<file path="src/hw/rtl/cfbo_pkg.sv">
// shared types, codes and the power-of-three table for the face boundary ordinal core
`timescale 1ns / 1ps

package cfbo_pkg;

  localparam int MAX_AXES_DEFAULT = 16;
  localparam int DIGIT_AXES       = 16;
  localparam int ORD_W            = 26;
  localparam int DIM_W            = 5;
  localparam int STATUS_W         = 2;

  localparam logic [1:0] DIGIT_VARYING = 2'd2;
  localparam logic [1:0] DIGIT_INVALID = 2'd3;

  localparam logic [STATUS_W-1:0] ST_OK        = 2'd0;
  localparam logic [STATUS_W-1:0] ST_BAD_DIGIT = 2'd1;
  localparam logic [STATUS_W-1:0] ST_RANGE     = 2'd2;

  // packet that walks down the row of axis cells
  // scan pass: acc is the face ordinal, cnt counts varying axes
  // place pass: acc is the boundary ordinal, cnt is varying axes left, rest is index left
  typedef struct packed {
    logic             valid;
    logic             place;
    logic [ORD_W-1:0] acc;
    logic [ORD_W-1:0] rest;
    logic [DIM_W-1:0] cnt;
    logic             invalid;
    logic             center;
  } cfbo_pkt_t;

  function automatic logic [ORD_W-1:0] pow3(input logic [DIM_W-1:0] e);
    logic [ORD_W-1:0] p;
    case (e)
      5'd0:    p = 26'd1;
      5'd1:    p = 26'd3;
      5'd2:    p = 26'd9;
      5'd3:    p = 26'd27;
      5'd4:    p = 26'd81;
      5'd5:    p = 26'd243;
      5'd6:    p = 26'd729;
      5'd7:    p = 26'd2187;
      5'd8:    p = 26'd6561;
      5'd9:    p = 26'd19683;
      5'd10:   p = 26'd59049;
      5'd11:   p = 26'd177147;
      5'd12:   p = 26'd531441;
      5'd13:   p = 26'd1594323;
      5'd14:   p = 26'd4782969;
      5'd15:   p = 26'd14348907;
      5'd16:   p = 26'd43046721;
      default: p = '0;
    endcase
    return p;
  endfunction

endpackage

</file>
<file path="src/hw/rtl/cfbo_cell.sv">
// one axis cell: holds the axis digit and updates the passing packet
`timescale 1ns / 1ps

module cfbo_cell (
  input  logic                 clk,
  input  logic                 rst,
  input  logic                 load,
  input  logic [1:0]           digit_in,
  input  logic                 used_in,
  input  cfbo_pkg::cfbo_pkt_t  pkt_in,
  output cfbo_pkg::cfbo_pkt_t  pkt_out
);

  logic [1:0]                  digit;
  logic                        used;
  cfbo_pkg::cfbo_pkt_t         pkt_next;
  logic [cfbo_pkg::DIM_W-1:0]  cnt_dec;
  logic [cfbo_pkg::ORD_W-1:0]  p1;
  logic [cfbo_pkg::ORD_W+1:0]  d1;
  logic [cfbo_pkg::ORD_W+1:0]  d2;
  logic [1:0]                  place_digit;
  logic [cfbo_pkg::ORD_W-1:0]  rest_sel;
  logic [1:0]                  acc_digit;
  logic [cfbo_pkg::ORD_W-1:0]  acc3;
  logic                        varying;

  always_ff @(posedge clk) begin
    if (load) begin
      digit <= digit_in;
      used  <= used_in;
    end
  end

  assign varying = (digit == cfbo_pkg::DIGIT_VARYING);

  // most significant remaining index digit, by trial subtraction of 2p and p
  assign cnt_dec = pkt_in.cnt - 5'd1;
  assign p1      = cfbo_pkg::pow3(cnt_dec);
  assign d1      = {2'b00, pkt_in.rest} - {2'b00, p1};
  assign d2      = {2'b00, pkt_in.rest} - {1'b0, p1, 1'b0};

  always_comb begin
    if (!d2[cfbo_pkg::ORD_W+1]) begin
      place_digit = 2'd2;
      rest_sel    = d2[cfbo_pkg::ORD_W-1:0];
    end else if (!d1[cfbo_pkg::ORD_W+1]) begin
      place_digit = 2'd1;
      rest_sel    = d1[cfbo_pkg::ORD_W-1:0];
    end else begin
      place_digit = 2'd0;
      rest_sel    = pkt_in.rest;
    end
  end

  assign acc_digit = (pkt_in.place && varying) ? place_digit : digit;
  assign acc3      = {pkt_in.acc[cfbo_pkg::ORD_W-2:0], 1'b0} + pkt_in.acc
                   + {{(cfbo_pkg::ORD_W-2){1'b0}}, acc_digit};

  always_comb begin
    pkt_next = pkt_in;
    if (used) begin
      pkt_next.acc = acc3;
      if (pkt_in.place) begin
        if (varying) begin
          pkt_next.cnt  = cnt_dec;
          pkt_next.rest = rest_sel;
        end
      end else begin
        if (digit == cfbo_pkg::DIGIT_INVALID) begin
          pkt_next.invalid = 1'b1;
        end
        if (varying) begin
          pkt_next.cnt = pkt_in.cnt + 5'd1;
        end else begin
          pkt_next.center = 1'b0;
        end
      end
    end
  end

  always_ff @(posedge clk) begin
    if (rst) begin
      pkt_out.valid <= 1'b0;
    end else begin
      pkt_out <= pkt_next;
    end
  end

endmodule

</file>
<file path="config.mk">
export PLATFORM = sky130hd
export DESIGN_NAME = cfbo_cell
export DESIGN_NICKNAME = d
export VERILOG_FILES = /design/src/hw/rtl/cfbo_pkg.sv /design/src/hw/rtl/cfbo_cell.sv
export SDC_FILE = /design/constraint.sdc
export NUM_CORES = 1
export LEC_CHECK = 0
export ABC_AREA = 1
export BUFFER_PORTS_ARGS = -buffer_cell sky130_fd_sc_hd__buf_2
export CORE_ASPECT_RATIO = 1.4
export CORE_MARGIN = 2
export CORE_UTILIZATION = 60
export DETAILED_ROUTE_END_ITERATION = 10
export HOLD_SLACK_MARGIN = 0.1
export PLACE_DENSITY = 0.83
export SLEW_MARGIN = 10
export SYNTH_ARGS = -nofsm -noshare
export SYNTH_HDL_FRONTEND = slang
export SYNTH_SLANG_ARGS = --single-unit
</file>
<file path="constraint.sdc">
create_clock -name clk -period 17 [get_ports clk]
set_clock_uncertainty 0.2 [all_clocks]
set_input_delay 1.7 -clock clk [delete_from_list [all_inputs] [get_ports clk]]
set_output_delay 1.7 -clock clk [all_outputs]
set_load 0.01 [all_outputs]
</file>
Word level (Yosys, flattened, before mapping)
Memories as Yosys holds them, arrays and structs flattened.
Index checks and enable logic that the tools add are counted.
{"block": "op_classes", "add_sub_neg": 6, "n_eq_ne": 2, "muxes": 13, "reduce_logical": 1}
{"operator": "26-bit two-way mux", "count": 3}
{"operator": "59-bit two-way mux", "count": 1}
{"operator": "31-bit two-way mux", "count": 1}
{"operator": "26-bit by 27-bit subtractor with 28-bit output", "count": 1}
{"operator": "26-bit by 26-bit subtractor with 27-bit output", "count": 1}
{"operator": "26-bit by 2-bit adder with 26-bit output", "count": 1}
{"operator": "26-bit adder", "count": 1}
{"operator": "5-bit two-way mux", "count": 2}
{"operator": "2-bit two-way mux", "count": 3}
{"operator": "5-bit by 1-bit adder with 5-bit output (second input constant)", "count": 1}
{"operator": "5-bit by 1-bit subtractor with 5-bit output (second input constant)", "count": 1}
{"operator": "2-bit equality test (second input constant)", "count": 2}
{"operator": "1-bit two-way mux", "count": 3}
{"operator": "1-bit logical AND", "count": 1}
{"block": "word_totals", "regBits": 64, "mem_bits_ro": 672, "elab_cells": 32, "mem_count": 1}
{"memory": "(name not given)", "words": 32, "width": 21, "rd": 1, "rd_clocked_by_memory_dff": 0, "wr": 0, "line": "cfbo_pkg.sv:34", "rtl": "case (e)"}

Depth between registers and ports, before layout
Gate-level depths: netlist of run 1.
An unclocked memory read counts as a cell.
{"block": "logic_depth", "ltp_word": 8, "depth_mapped": 34, "depth_no_buf": 33}

Worst setup path after synthesis of run 1
Ideal clock, no wire load.
{"block": "synth_timing", "path_kind": "input to register", "startpoint": "in pkt_in[2] (netlist name)", "endpoint": "reg pkt_out[52] (netlist name), data pin", "arrival_time_ns": 6.702, "required_ns": 16.546, "slack_ns": 9.844, "stages": 29, "path_buffers": 2, "cell_sequence": "inv_1 > ha_1 > ha_1 > clkbuf_1 > inv_1 > o31ai_1 > o21ai_1 > o31a_1 > ha_1 > nand2_1 > nor2_2 > nand3_1 > nand3_1 > nand2_1 > nand3_2 > inv_2 > buf_2 > a21oi_1 > fa_1 > ha_1 > fa_1 > nand3_1 > nand2_1 > a21boi_1 > o21ai_0 > a21oi_1 > nand2_1 > nand3_1 > nand2_1"}
{"item": "start, declared", "line": "cfbo_cell.sv:10", "rtl": "input cfbo_pkg::cfbo_pkt_t pkt_in,"}
{"item": "end signal, assigned", "line": "cfbo_cell.sv:85", "rtl": "pkt_out <= pkt_next;"}
{"item": "end, declared", "line": "cfbo_cell.sv:11", "rtl": "output cfbo_pkg::cfbo_pkt_t pkt_out"}

==> metrics.cfg, run 1 <==
[outcome]
outcome=completed

[timing]
slew_headroom_pct=25.6
finalHoldViolCount=0
rsz0062_at_grt=no
worstMarginPinSlew_ns=1.11
drv_slew=0
holdWs_ns=0.417
tns_ns=0
post-route-period-util_pct=52.5
setup_slack_ns=8.08
fmax_mhz=112
setup_viol=0
fin_crit_ns=8.92

[floorplanning]
io_pins=128
coreArea_sq_um=14300
start_util_pct=60.9
row_count=52
die_h_um=147
dieWidth_um=106
die_area_sq_um=15500

[placement]
port_buffers=127
globalplace.congestion=1.01
place_area_sq_um=9480
dp_slack_ns=7.87
place_hpwl_mm=23.3
dp_cells=1678

[global_routing]
antenna_found_initial=1
busiest_layer=met2
grt_max_degree=61
grt_use_met1_pct=40.3
use_met3_pct=5.36
grt_pass1_vias=9525
grtUsageTotal_pct=37.9
grt_overflow=0
grt_pass1_wl_mm=46.0
gr-usage-met2_pct=68.9

[synth]
yosysWarningCount=0
syn_avg_cell_area_sq_um=6.31
synthCells=1381
syn-num-nets=1550
yosysTopAreaCell=edfxtp_1
synth_flop_cell=edfxtp_1
syn_area_sq_um=8710
synth.area.top_cells=edfxtp_1, nand2_1, ha_1, inv_1, nand3_1
synth_seq_cells=64
ys_types=50
synth_top_area_share_pct=21.7
synth_edf_count=63
synthArstFlopShare_pct=0
yosysSeqAreaShare_pct=21.9

[clock_network]
cts_tree=done
cts_sinks=64
cts_max_path_buffers=2
cts_buffers=9
clk_pin_slew_worst_paths_ns=0.07
h-tree-depth=3
cts.repair.resized=0
root_buffer=clkbuf_16
clock_latency_ns=0.35
cts_setup_buffers=0
postCtsHoldBufs=0

[routing]
remaining_drc_errors=0
initialDrtViolationCount=873
postRouteAntennaNets=0
post_drt_wl_per_cell_um=17.2
viasPerCell=5.78
drtPass1Iterations=6
dr_total_vias=9803
wl_mm=29.1

[layout]
drive_gt1_share_pct=12.3
final_nets=1669
stdcell_count=1696
final_util_pct=68.3
design_area_sq_um=9780
area_growth_pct=12.3

[setup_path]
critPathLaunchType=primary input
worst-path-buf-inv=6
cpLargestDelayFamily=compound AO/OA/AOI/OAI gates
worst_path_max_delay_cell=o31ai_1
reg2reg_depth=15
r2r_end=pkt_out[52]$_DFFE_PN_
cp_num_cells=30
setup.worst_path.end_class=flip-flop
max_stage_delay_ns=0.65
crit_required_ns=16.90
path_common_cell=nand2_1
timing.reg2reg.setup_slack_ns=13.01
worstSetupPathType=in2reg
critical_path.endpoint=pkt_out[52]$_DFFE_PN_
r2r_start=digit[0]$_DFFE_PP_
path_max_fanout=32
worstPathArrival_ns=8.82
startpoint=pkt_in[2]

[min_path]
min-delay-start=digit[1]$_DFFE_PP_
hp-class=reg2reg

[power]
p_leak_nw=5.18
ir_drop_mv=0.0539
power.density_nw_per_um2=75.0
power_uw=734

[flow_run]
maxCapViolCount=0

-- worst min-delay path by stage --
stage                           end  slack [ns]  cells after the start
3_5_place_dp   pkt_out[1]$_DFFE_PN_        0.40                      1
2_1_floorplan  pkt_out[1]$_DFFE_PN_        0.36                      1
3_3_place_gp   pkt_out[1]$_DFFE_PN_        0.38                      1
4_1_cts        pkt_out[1]$_DFFE_PN_        0.41                      1
5_1_grt        pkt_out[1]$_DFFE_PN_        0.41                      1
6_report       pkt_out[1]$_DFFE_PN_        0.42                      1
-- registers in the layout, summed over array words and instances, names as in the netlist --
register,cells
pkt_out,61
digit,2
used,1
-- synth_stat cells, types with 4 or more instances --
cell type	instances
nand2_1	489
inv_1	187
nor2_1	105
ha_1	98
nand3_1	92
a21oi_1	84
edfxtp_1	63
o21ai_0	53
xnor2_1	23
nand4_1	20
nor3_1	17
xor2_1	17
o21ai_1	16
o21bai_1	15
inv_2	14
clkbuf_1	8
buf_2	7
a31oi_1	6
nand3_2	5
nor2_2	5
o21a_1	5
a21boi_1	4
fa_1	4
nand2_2	4
-- power by group --
| group | internal (mW) | switching (mW) | leakage (nW) | total [mW] |
|---|---|---|---|---|
| sequential | 0.192 | 0.00532 | 0.628 | 0.197 |
| combinational | 0.113 | 0.219 | 4.41 | 0.332 |
| clock | 0.116 | 0.0881 | 0.147 | 0.204 |
| total | 0.421 | 0.313 | 5.18 | 0.734 |
-- area by class of cell --
type	instances	area, sq um
multi-input cells	1094	5910
fillers	1381	4530
flip-flops and latches	64	1910
inverters	201	754
repair buffers	130	658
well taps	189	236
clock buffers	9	225
clock inverters	7	77.6
diodes	2	5.00
-- cell usage in the layout, fill, tap and decap left out, types with 2 or more instances in the layout --
master / n
nand2_2: 4
edfxtp_1: 63
nand3b_1: 3
nor2_1: 105
xor2_1: 17
diode_2: 2
nand2_1: 489
inv_1: 186
a31oi_1: 6
buf_4: 3
fa_1: 4
a31o_2: 2
o21a_1: 5
o21ai_1: 16
buf_2: 127
a21oi_1: 84
inv_6: 4
or2_2: 2
xnor2_1: 23
o21ai_0: 53
inv_2: 15
clkbuf_16: 9
o211ai_1: 3
nor4_1: 3
nand3_1: 92
nand3_2: 5
a21boi_0: 2
nor2_2: 5
nor3_1: 17
nand4_1: 20
o21bai_1: 15
nand2_4: 2
o31ai_1: 2
a21boi_1: 4
ha_1: 98
-- kinds of logic after synthesis --
| kind of cell | after synthesis | synth area share, % |
|---|---|---|
| buf+inv | 223 | 10.2 |
| xor+xnor | 41 | 4.21 |
| fa+ha+maj | 102 | 15.0 |
| flops | 64 | 21.9 |
| compound gates | 198 | 12.8 |
| simple gates | 753 | 35.9 |
-- metal layers --
metal,wire length [um],up-vias
met3,1840,127
li1,-,4750
met2,14700,492
met5,0,-
met4,2070,0
met1,10500,4434
-- worst register-to-register path, cell delays in order (launching register included) --
cell	delay, ns
edfxtp_1	0.42
nor2_1	0.24
inv_1	0.14
nor2_1	0.21
a21oi_1	0.12
fa_1	0.46
ha_1	0.24
fa_1	0.40
nand3_1	0.08
nand2_1	0.13
a21boi_1	0.33
o21ai_0	0.28
a21oi_1	0.28
nand2_1	0.07
nand3_1	0.09
nand2_1	0.06
No activity file was read; power rests on OpenSTA's default activity.
==> run 2: changes to the inputs <==
- ABC_AREA: 1 -> 0
- CORE_UTILIZATION: 60 -> 52
- PLACE_DENSITY: 0.83 -> 0.78
- clock period: 17 -> 7.85 ns (I/O delays scaled with it)
==> metrics.cfg, run 2 <==
[layout]
fillers=1218  ; -12%
final_cell_mix=buf_2, ha_1, nor2_1
largest_reg_flops=61  ; unchanged
regArea_sq_um=1910  ; unchanged
max_flop_register=pkt_out
drive_gt1_share_pct=21.6  ; +9.3 points
multiInputGateArea_sq_um=4880  ; -17%
final_nets=1093  ; -35%
final_common_cell=buf_2
area_growth_pct=17.2
reg.largest.list=pkt_out x61, digit x2, used x1

[setup_path]
worstSetupPathType=in2reg
reg2reg_depth=15  ; unchanged
crit_required_ns=7.73  ; -9.17 ns
critPathLaunchType=primary input
cp_num_cells=28  ; -6.7%
max_stage_delay_ns=0.44  ; -0.21 ns
worstPathArrival_ns=7.17  ; -1.65 ns
cpLargestDelayFamily=compound AO/OA/AOI/OAI gates
setup.worst_path.end_class=flip-flop
worst-path-buf-inv=3  ; -3
path_max_fanout=10  ; -69%
worst_path_max_delay_cell=fa_1

[placement]
globalplace.congestion=0.944  ; -6.8%
dp_slack_ns=0.253  ; -7.61 ns
place_hpwl_mm=15.5  ; -34%
port_buffers=127  ; unchanged

[timing]
slew_headroom_pct=26.2  ; +0.56 points
tns_ns=0  ; unchanged
rsz0062_at_grt=no
fmax_mhz=137
worstMarginPinSlew_ns=1.11  ; -0.00722 ns
post-route-period-util_pct=92.8
setup_viol=0  ; unchanged
setup_slack_ns=0.562  ; -7.52 ns
drv_slew=0  ; unchanged
fin_crit_ns=7.29
finalHoldViolCount=0  ; unchanged

[synth]
synth_edf_count=63  ; unchanged
syn-num-nets=953  ; -39%
synthArstFlopShare_pct=0  ; unchanged
syn_area_sq_um=6990  ; -20%
synth_top_area_share_pct=27.1  ; +5.4 points
ys_types=72  ; +44%
synthTopCellsByCount=ha_1, nor2_1, a21oi_1
yosysSeqAreaShare_pct=27.4  ; +5.4 points
synth.area.top_cells=edfxtp_1, ha_1, a21oi_1, xnor2_1, nor2_1
yosysMostFrequentCell=ha_1
yosysWarningCount=0  ; unchanged
syn_avg_cell_area_sq_um=8.91  ; +41%
yosysTopAreaCell=edfxtp_1
synth_seq_cells=64  ; unchanged
synthCells=784  ; -43%
synth_flop_cell=edfxtp_1

[routing]
wl_mm=20.0  ; -31%
dr_total_vias=6651  ; -32%
post_drt_wl_per_cell_um=18.0  ; +4.6%
drtPass1Iterations=5  ; -1
postRouteAntennaNets=0  ; unchanged
viasPerCell=5.98  ; +3.5%
initialDrtViolationCount=291  ; -67%
remaining_drc_errors=0  ; unchanged

[power]
power.density_nw_per_um2=171  ; +130%
p_leak_nw=3.54  ; -32%
ir_drop_mv=0.104  ; +93%

[global_routing]
antenna_found_initial=2  ; +1
grtUsageTotal_pct=27.2  ; -11 points
grt_max_degree=61  ; unchanged
grt_overflow=0  ; unchanged
grt_pass1_wl_mm=30.7  ; -33%
grt_pass1_vias=6613  ; -31%

[min_path]
hp-class=reg2reg
min_path_cells=1  ; unchanged

[floorplanning]
row_count=50  ; -3.8%
start_util_pct=52.7  ; -8.2 points
die_area_sq_um=14400  ; -7.2%
io_pins=128  ; unchanged
dieWidth_um=102  ; -3.7%
coreArea_sq_um=13300  ; -7.3%
die_h_um=141  ; -3.7%

[clock_network]
cts_buffers=9  ; unchanged
cts.repair.resized=0  ; unchanged
clk_pin_slew_worst_paths_ns=0.06  ; about the same
cts_max_path_buffers=2  ; unchanged
postCtsHoldBufs=0  ; unchanged
clock_latency_ns=0.33  ; -0.02 ns
cts_sinks=64  ; unchanged
root_buffer=clkbuf_16
cts_tree=done
cts_setup_buffers=0  ; unchanged
h-tree-depth=3  ; unchanged

[outcome]
outcome=completed

[flow_run]
maxCapViolCount=0  ; unchanged

[run 2: cell types whose count changed after synthesis, sizes merged, moves of 13 or more]
cell	previous run	this run
a21o	0	21
nand3	97	22
inv	201	27
xnor2	23	36
nand2	495	59
o21ai	69	47
mux2	0	18
o22ai	1	22
nand4	20	6
nor2	111	77
[run 2: cells by family (layout without fill, tap and decap cells)]
kind of cell / after synthesis / after routing / share of synthesized area (%)
muxes: 22 / 22 / 3.47
xor gates and xnor gates: 59 / 59 / 7.39
AOI/OAI and AO/OA: 258 / 258 / 24.6
adders and majority gates: 102 / 102 / 18.7
and+or+nand+nor: 233 / 233 / 15.8
buffers and inverters: 46 / 191 / 2.74
other: 0 / 1 / 0
DFF: 64 / 64 / 27.4
[run 2: metal layers]
metal / routed length (um) / global-route usage, % / vias up / share of wire (%)
met4: 704 / 13.5 / 2 / 3.5
met5: 13 / 0 / - / 0.065
met2: 11000 / 52.3 / 226 / 55
met1: 7210 / 27.8 / 3120 / 36
li1: - / - / 3253 / -
met3: 1060 / 3.87 / 50 / 5.3
[run 2: path summary, 6_finish.rpt]
| check | from | to | slack [ns] |
|---|---|---|---|
| max reg2reg | digit[1]$_DFFE_PP_ | pkt_out[52]$_DFFE_PN_ | 3.86 |
| max | pkt_in[2] | pkt_out[52]$_DFFE_PN_ | 0.56 |
| min | digit[0]$_DFFE_PP_ | pkt_out[1]$_DFFE_PN_ | 0.41 |
| min reg2reg | digit[0]$_DFFE_PP_ | pkt_out[1]$_DFFE_PN_ | 0.41 |
[run 2: layout make-up]
class                           count  share of cell area [%]
Inverter                           27                    1.24
Tap cell                          182                    2.78
Clock buffer                       12                    3.01
Sequential cell                    64                    23.3
Multi-Input combinational cell    674                    59.6
Clock inverter                      4                   0.275
Antenna cell                        1                  0.0306
Timing Repair Buffer              148                    9.69
[run 2: where the power goes]
| group | switching, mW | internal, mW | leakage, nW |
|---|---|---|---|
| clock network | 0.154 | 0.221 | 0.132 |
| registers | 0.00822 | 0.419 | 0.624 |
| logic | 0.343 | 0.259 | 2.79 |
[run 2: per-stage QoR]
stage / hold WS [ns] / utilization (%) / instances / instance area, sq um / total power, mW
final: 0.412 / 61.8 / 1112 / 8190 / 1.40
after floorplan: 0.360 / - / 784 / 6990 / 0.858
after detailed placement: 0.398 / 59.7 / 1095 / 7920 / 1.03
after CTS: 0.405 / 61.7 / 1111 / 8190 / 1.41
after global placement: 0.384 / 59.7 / 1095 / 7920 / 1.02
after global routing: 0.413 / 61.8 / 1112 / 8190 / 1.48
